### config.mk
export PLATFORM = sky130hd
export DESIGN_NAME = single_button_gate_sequencer
export DESIGN_NICKNAME = d
export VERILOG_FILES = /design/src/rtl/sbgs_pkg.sv /design/src/rtl/single_button_gate_sequencer.sv
export SDC_FILE = /design/constraint.sdc
export NUM_CORES = 1
export LEC_CHECK = 0
export ABC_AREA = 0
export BUFFER_PORTS_ARGS = -buffer_cell sky130_fd_sc_hd__buf_4
export CAP_MARGIN = 20
export CELL_PAD_IN_SITES_DETAIL_PLACEMENT = 1
export CELL_PAD_IN_SITES_GLOBAL_PLACEMENT = 1
export CORE_UTILIZATION = 46
export CTS_CLUSTER_SIZE = 8
export DETAILED_ROUTE_END_ITERATION = 10
export PLACE_DENSITY = 0.87
export SLEW_MARGIN = 0
export SYNTH_ARGS = -nofsm -noshare
export SYNTH_HDL_FRONTEND = slang
export SYNTH_SLANG_ARGS = --single-unit
### constraint.sdc
create_clock -name clk -period 6.3 [get_ports clk]
set_input_delay 1.26 -clock clk [delete_from_list [all_inputs] [get_ports clk]]
set_output_delay 1.26 -clock clk [all_outputs]
set_load 0.01 [all_outputs]
### src/rtl/sbgs_pkg.sv
package sbgs_pkg;

  // opcodes of an input request
  localparam logic [1:0] OP_TICK    = 2'd0;
  localparam logic [1:0] OP_SAMPLE  = 2'd1;
  localparam logic [1:0] OP_COMMAND = 2'd2;

  // direction codes shared by target and motion
  localparam logic [1:0] MOVE_NONE  = 2'd0;
  localparam logic [1:0] MOVE_OPEN  = 2'd1;
  localparam logic [1:0] MOVE_CLOSE = 2'd2;
  localparam logic [1:0] MOVE_STOP  = 2'd3;

  // sensor bit positions
  localparam int SNS_OPENED  = 0;
  localparam int SNS_OPENING = 1;
  localparam int SNS_CLOSED  = 2;
  localparam int SNS_CLOSING = 3;

  // configuration register indexes
  localparam logic CFG_PRESS_DURATION = 1'b0;
  localparam logic CFG_COMMAND_OBJECT = 1'b1;

  localparam logic [7:0] PRESS_DURATION_RESET = 8'd5;
  localparam logic [7:0] COMMAND_OBJECT_RESET = 8'd0;
  localparam logic [3:0] SENSORS_RESET        = 4'hf;

  typedef struct packed {
    logic [1:0] opcode;
    logic [3:0] sensor_bits;
    logic [7:0] object_number;
    logic       command_value;
  } in_item_t;

  typedef struct packed {
    logic       button_out;
    logic [1:0] target_dir;
    logic [1:0] moving_dir;
  } out_item_t;

endpackage

### src/rtl/single_button_gate_sequencer.sv
// single_button_gate_sequencer: gate control through one push-button output
// each result is registered in the output stage (result register, then skid)
// one request per cycle is taken while the skid is empty; the two-entry stage
// lets input requests continue while one result waits on out_stall
// reset (rst, synchronous): no target, stopped, sensors all ones, timer zero,
// button released, press_duration 5, command_object 0, output stage empty
module single_button_gate_sequencer
  import sbgs_pkg::*;
(
  input  logic       clk,
  input  logic       rst,
  // input requests
  input  logic       in_valid,
  output logic       in_stall,
  input  in_item_t   in_data,
  // result requests
  output logic       out_valid,
  input  logic       out_stall,
  output out_item_t  out_data,
  // configuration writes
  input  logic       cfg_write,
  input  logic       cfg_index,
  input  logic [7:0] cfg_data
);

  typedef struct packed {
    logic [1:0] target;
    logic       press;
  } eval_t;

  // configuration registers
  logic [7:0] press_duration;
  logic [7:0] command_object;

  // gate state
  logic [1:0] target_state, target_state_next;
  logic [1:0] motion_state, motion_state_next;
  logic [3:0] last_sensors, last_sensors_next;
  logic [7:0] press_timer, press_timer_next;
  logic       button_level, button_level_next;

  // output stage
  logic       skid_valid;
  out_item_t  skid_data;
  out_item_t  result;

  logic       in_accept;
  logic       out_pop;

  // evaluation rule: decides whether the target is reached or needs a press
  function automatic eval_t evaluate(input logic [1:0] tgt, input logic [3:0] s);
    eval_t r;
    r.target = tgt;
    r.press  = 1'b0;
    case (tgt)
      MOVE_OPEN: begin
        if (s[SNS_OPENED] || s[SNS_OPENING]) r.target = MOVE_NONE;
        else r.press = 1'b1;
      end
      MOVE_CLOSE: begin
        if (s[SNS_CLOSED] || s[SNS_CLOSING]) r.target = MOVE_NONE;
        else r.press = 1'b1;
      end
      MOVE_STOP: begin
        if (s[SNS_OPENING] || s[SNS_CLOSING]) r.press = 1'b1;
        else r.target = MOVE_NONE;
      end
      default: begin
        r.press = 1'b0;
      end
    endcase
    return r;
  endfunction

  // the skid holding a result means no room for another one
  assign in_stall  = skid_valid;
  assign in_accept = in_valid && !in_stall;
  assign out_pop   = out_valid && !out_stall;

  // next state for the request at the input
  always_comb begin
    eval_t ev;
    logic [1:0] cmd_target;
    ev                = '0;
    cmd_target        = MOVE_NONE;
    target_state_next = target_state;
    motion_state_next = motion_state;
    last_sensors_next = last_sensors;
    press_timer_next  = press_timer;
    button_level_next = button_level;
    case (in_data.opcode)
      OP_TICK: begin
        if (press_timer != 8'd0) begin
          press_timer_next = press_timer - 8'd1;
          // timer expires on this tick
          if (press_timer == 8'd1) begin
            if (button_level) begin
              button_level_next = 1'b0;
              target_state_next = MOVE_NONE;
            end else begin
              ev = evaluate(target_state, last_sensors);
              target_state_next = ev.target;
              if (ev.press) begin
                button_level_next = 1'b1;
                press_timer_next  = press_duration;
              end
            end
          end
        end
      end
      OP_SAMPLE: begin
        if (in_data.sensor_bits != last_sensors) begin
          last_sensors_next = in_data.sensor_bits;
          if (in_data.sensor_bits[SNS_OPENING]) motion_state_next = MOVE_OPEN;
          else if (in_data.sensor_bits[SNS_CLOSING]) motion_state_next = MOVE_CLOSE;
          else motion_state_next = MOVE_STOP;
          // early release, timer becomes the settle wait
          if (press_timer != 8'd0 && button_level) begin
            button_level_next = 1'b0;
            press_timer_next  = press_duration;
          end
        end
      end
      OP_COMMAND: begin
        if (in_data.object_number == command_object) begin
          // a second command while a target is pending means stop
          if (target_state == MOVE_NONE) begin
            cmd_target = in_data.command_value ? MOVE_OPEN : MOVE_CLOSE;
          end else begin
            cmd_target = MOVE_STOP;
          end
          ev = evaluate(cmd_target, last_sensors);
          target_state_next = ev.target;
          if (ev.press) begin
            button_level_next = 1'b1;
            press_timer_next  = press_duration;
          end
        end
      end
      default: begin
        // unused opcode reports the state unchanged
        target_state_next = target_state;
      end
    endcase
  end

  assign result.button_out = button_level_next;
  assign result.target_dir = target_state_next;
  assign result.moving_dir = motion_state_next;

  // configuration registers
  always_ff @(posedge clk) begin
    if (rst) begin
      press_duration <= PRESS_DURATION_RESET;
      command_object <= COMMAND_OBJECT_RESET;
    end else if (cfg_write) begin
      case (cfg_index)
        CFG_PRESS_DURATION: press_duration <= cfg_data;
        CFG_COMMAND_OBJECT: command_object <= cfg_data;
        default: press_duration <= press_duration;
      endcase
    end
  end

  // gate state, updated once per accepted request
  always_ff @(posedge clk) begin
    if (rst) begin
      target_state <= MOVE_NONE;
      motion_state <= MOVE_STOP;
      last_sensors <= SENSORS_RESET;
      press_timer  <= 8'd0;
      button_level <= 1'b0;
    end else if (in_accept) begin
      target_state <= target_state_next;
      motion_state <= motion_state_next;
      last_sensors <= last_sensors_next;
      press_timer  <= press_timer_next;
      button_level <= button_level_next;
    end
  end

  // output stage: result register in front, skid behind it
  always_ff @(posedge clk) begin
    if (rst) begin
      out_valid  <= 1'b0;
      skid_valid <= 1'b0;
    end else if (!out_valid || out_pop) begin
      out_valid  <= skid_valid || in_accept;
      skid_valid <= skid_valid && in_accept;
    end else if (in_accept) begin
      skid_valid <= 1'b1;
    end
  end

  always_ff @(posedge clk) begin
    if (!out_valid || out_pop) begin
      if (skid_valid) begin
        out_data <= skid_data;
        if (in_accept) skid_data <= result;
      end else if (in_accept) begin
        out_data <= result;
      end
    end else if (in_accept) begin
      skid_data <= result;
    end
  end

  // a filled skid always sits behind a waiting result
  a_skid_behind_out: assert property (@(posedge clk) disable iff (rst)
    skid_valid |-> out_valid)
    else $error("skid holds a result while output register is empty");

  // a request accepted into an empty output stage shows up next cycle
  a_result_appears: assert property (@(posedge clk) disable iff (rst)
    (in_accept && !out_valid) |=> out_valid)
    else $error("accepted request produced no result");

  // a held button is released when its press timer runs out
  a_timeout_release: assert property (@(posedge clk) disable iff (rst)
    (in_accept && in_data.opcode == OP_TICK && press_timer == 8'd1 && button_level)
      |=> (!button_level && target_state == MOVE_NONE))
    else $error("button not released at press timeout");

endmodule

==> impl_metrics.ini <==
[run_status]
status = finished, final reports clean

[setup_path]
cp.required_ps = 6500
crit_type = in2reg
crit_arrival_ps = 3310
cp_slowest_stage_delay_ps = 660
cpMaxStageDelayCell = or4b_2
path_cells = buf_4, inv_1, ha_1, or4b_2, a31oi_1, a31o_2, nand2_1, o41ai_1
start_kind = primary input
path_max_fanout = 9
regToRegStartpoint = press_timer[1]
crit_buf_inv = 2
r2r_slack_ps = 3620
path_delay_family = simple AND/OR/NAND/NOR gates
endpoint_kind = flip-flop
r2r-end = press_timer[3]
reg2regPathDepth = 8

[timing]
final_hold_viol_count = 0
setup_viol = 0
fin_crit_ps = 3115
tns_ps = 0
fmax_mhz = 321.0
clock_skew_ps = 11.72
finalMaxSlewViolations = 0
slew_headroom_pct = 61.03
grt_setup_unrepaired = no
tightest_slew_ps = 580.0
period_share_pct = 49.44

[synth]
syn-instance-count = 285
synth.avg_cell_area_um2 = 8.539
async_flop_share_pct = 0
synth_fp_nets = 321
synth_top_area_cell = dfxtp_1
ys.flop_type = dfxtp_1
yosys_warnings = 0
netlist_area_um2 = 2434
ys_seq_area_share_pct = 41.13
netlist-cell-type-count = 45
synth_seq_cells = 45
synthTopCellsByArea = dfxtp_1, edfxtp_1, nand2_1, a21oi_1, ha_1
yosys.area.top_type_share_pct = 28.79
synth_edf_count = 10

[floorplan]
num_io_pins = 36
dieWidth_um = 74.74
start_util_pct = 47.65
coreArea_um2 = 5107
fp.dieArea_um2 = 5585
rows = 26
dieHeight_um = 74.74

[placed_design]
io_buffers = 35
placed_cells = 377
gp_congestion = 0.8125
place_area_um2 = 2731
hpwl_um = 4725

[global_routing]
grt_max_degree = 45
grtUsageTotal_pct = 24.53
grt_antenna_before_repair = 0
grt_overflow = 0
grt_pass1_vias = 2188
grt_pass1_wl_um = 10480

[cells_and_area]
fin_area_um2 = 2814
instances_no_fill = 385
finalNetCount = 350
drive_above_1_share_pct = 17.78
area_growth_pct = 15.63
n_antenna_cell = 0

[worst_hold_path]
min_to = press_duration[1]
hold_start = press_duration[1]
min_delay_path_depth = 2
min_path_type = reg2reg

[clocking]
cts_buffer_depth = 2
post_cts_buffers = 0
cts_hold_buf = 0
clock_latency_ps = 300
numCtsBuffers = 5
path_clk_slew_ps = 90
cts_tree = built
cts_root_buf = clkbuf_8
post_cts_resized = 0
clock-sinks = 45
htree_num_levels = 2

[route]
wl_met1_um = 2993
routed.top_layer = met4
route.met3.wl_um = 241
drt-wirelength-per-cell_um = 16.38
drt-initial-drc-count = 125
postRouteAntennaNets = 0
drtPass1Iterations = 4
routed_wl_um = 6305
met2WireLength_um = 2964
vias = 2174
drc_errors = 0
vias_per_cell = 5.647

[power_and_ir_drop]
ir_worst_vdd_mv = 0.1320
p_leak_nw = 1.123
power.density_nw_per_um2 = 225.2

[run]
drv_cap = 0
==> how the worst max path moves through the flow <==
stage | start | to | slack [ps] | cells past startpoint
floorplan | in_data[14] | press_timer[1] | 3270 | 7
global placement | in_data[14] | press_timer[1] | 3000 | 8
detailed placement | in_data[14] | press_timer[0] | 2890 | 8
CTS | in_data[14] | press_timer[0] | 3200 | 8
global route | in_data[8] | press_timer[0] | 3000 | 7
finish | in_data[14] | press_timer[0] | 3190 | 8
==> synth_stat cells (2+ instances only) <==
cell type   n
a211o_1     2
a211oi_1    4
a21boi_0    3
a21o_1      4
a21oi_1    27
clkbuf_1   12
dfxtp_1    35
edfxtp_1   10
ha_1        7
inv_1       8
mux2_2      5
nand2_1    42
nand2b_1    4
nand3_1    11
nand3b_1    2
nand4_1     2
nor2_1     21
nor2b_1     8
nor3_1      9
nor4_1      7
o21ai_0    14
o21bai_1    4
o31a_1      2
o31ai_1     8
o32ai_1     2
or4b_2      3
xnor2_1     4
xor2_1      8
==> flip-flops by register name (all words and copies together) (netlist names) <==
register,flops
command_object,8
last_sensors,4
motion_state,2
in_stall,1
press_timer,8
out_data,5
skid_data,5
button_level,1
press_duration,8
target_state,2
out_valid,1
==> routing by layer <==
layer  GRT usage (%)  up-vias
li1                -     1080
met5               0        -
met3           5.756       16
met1           33.08     1029
met2           38.84       49
met4           8.176        0
==> per-stage QoR <==
stage	setup slack (ps)	total power [W]	hold WS [ps]	utilization, %
after floorplan	3268	0.0004185	433.7	-
after global placement	3002	0.0004590	446.6	53.48
after detailed placement	2890	0.0004646	463.2	53.48
after CTS	3200	0.0006373	474.4	55.10
after global routing	2997	0.0006630	492.0	55.10
final	3185	0.0006336	473.2	55.10
==> power by group <==
group / total, W / switching, W / internal, W
Combinational: 0.000135 / 0.0000784 / 0.0000566
Sequential: 0.000325 / 0.0000139 / 0.000311
Clock: 0.000174 / 0.0000970 / 0.0000771
Total: 0.000634 / 0.000189 / 0.000444
==> cell usage in the layout (no fill, tap or decap), drive strengths merged, types with 4 or more instances in the layout <==
cell,count
mux2,5
xnor2,4
dfxtp,35
nor4,7
or4b,4
nor2,21
o31ai,9
nand2,42
a21o,4
ha,7
xor2,8
o21ai,15
clkbuf,6
o21bai,4
a211oi,4
edfxtp,10
nor2b,8
inv,8
nand2b,4
nor3,9
buf,35
a21oi,27
nand3,11
==> area by class of cell <==
| cell class | count | area, um^2 |
|---|---|---|
| fill | 642 | 2293 |
| multi-input combinational | 219 | 1350 |
| sequential | 45 | 1001 |
| timing repair buffer | 35 | 262.8 |
| tap | 70 | 87.58 |
| clock buffer | 6 | 72.57 |
| inverter | 8 | 30.03 |
| clock inverter | 2 | 10.01 |
==> worst reg2reg max path, stage by stage (launching register included) <==
cell and delay [ps]:
dfxtp_1 320, inv_1 150, ha_1 160, or4b_4 490, nor3_1 420, a21o_1 490, o21ai_0 160, o21ai_0 240
o31ai_1 120
==> kinds of logic (layout without fill, tap and decap cells) <==
logic type | count (synthesis) | count (layout) | synth area share [%]
AOI/OAI and AO/OA | 80 | 80 | 21.90
adders and majority gates | 7 | 7 | 3.599
DFF | 45 | 45 | 41.13
muxes | 6 | 6 | 2.725
xor gates and xnor gates | 12 | 12 | 4.319
and+or+nand+nor | 114 | 114 | 22.93
buffers and inverters | 21 | 51 | 3.393
No activity file was read; power rests on OpenSTA's default activity.
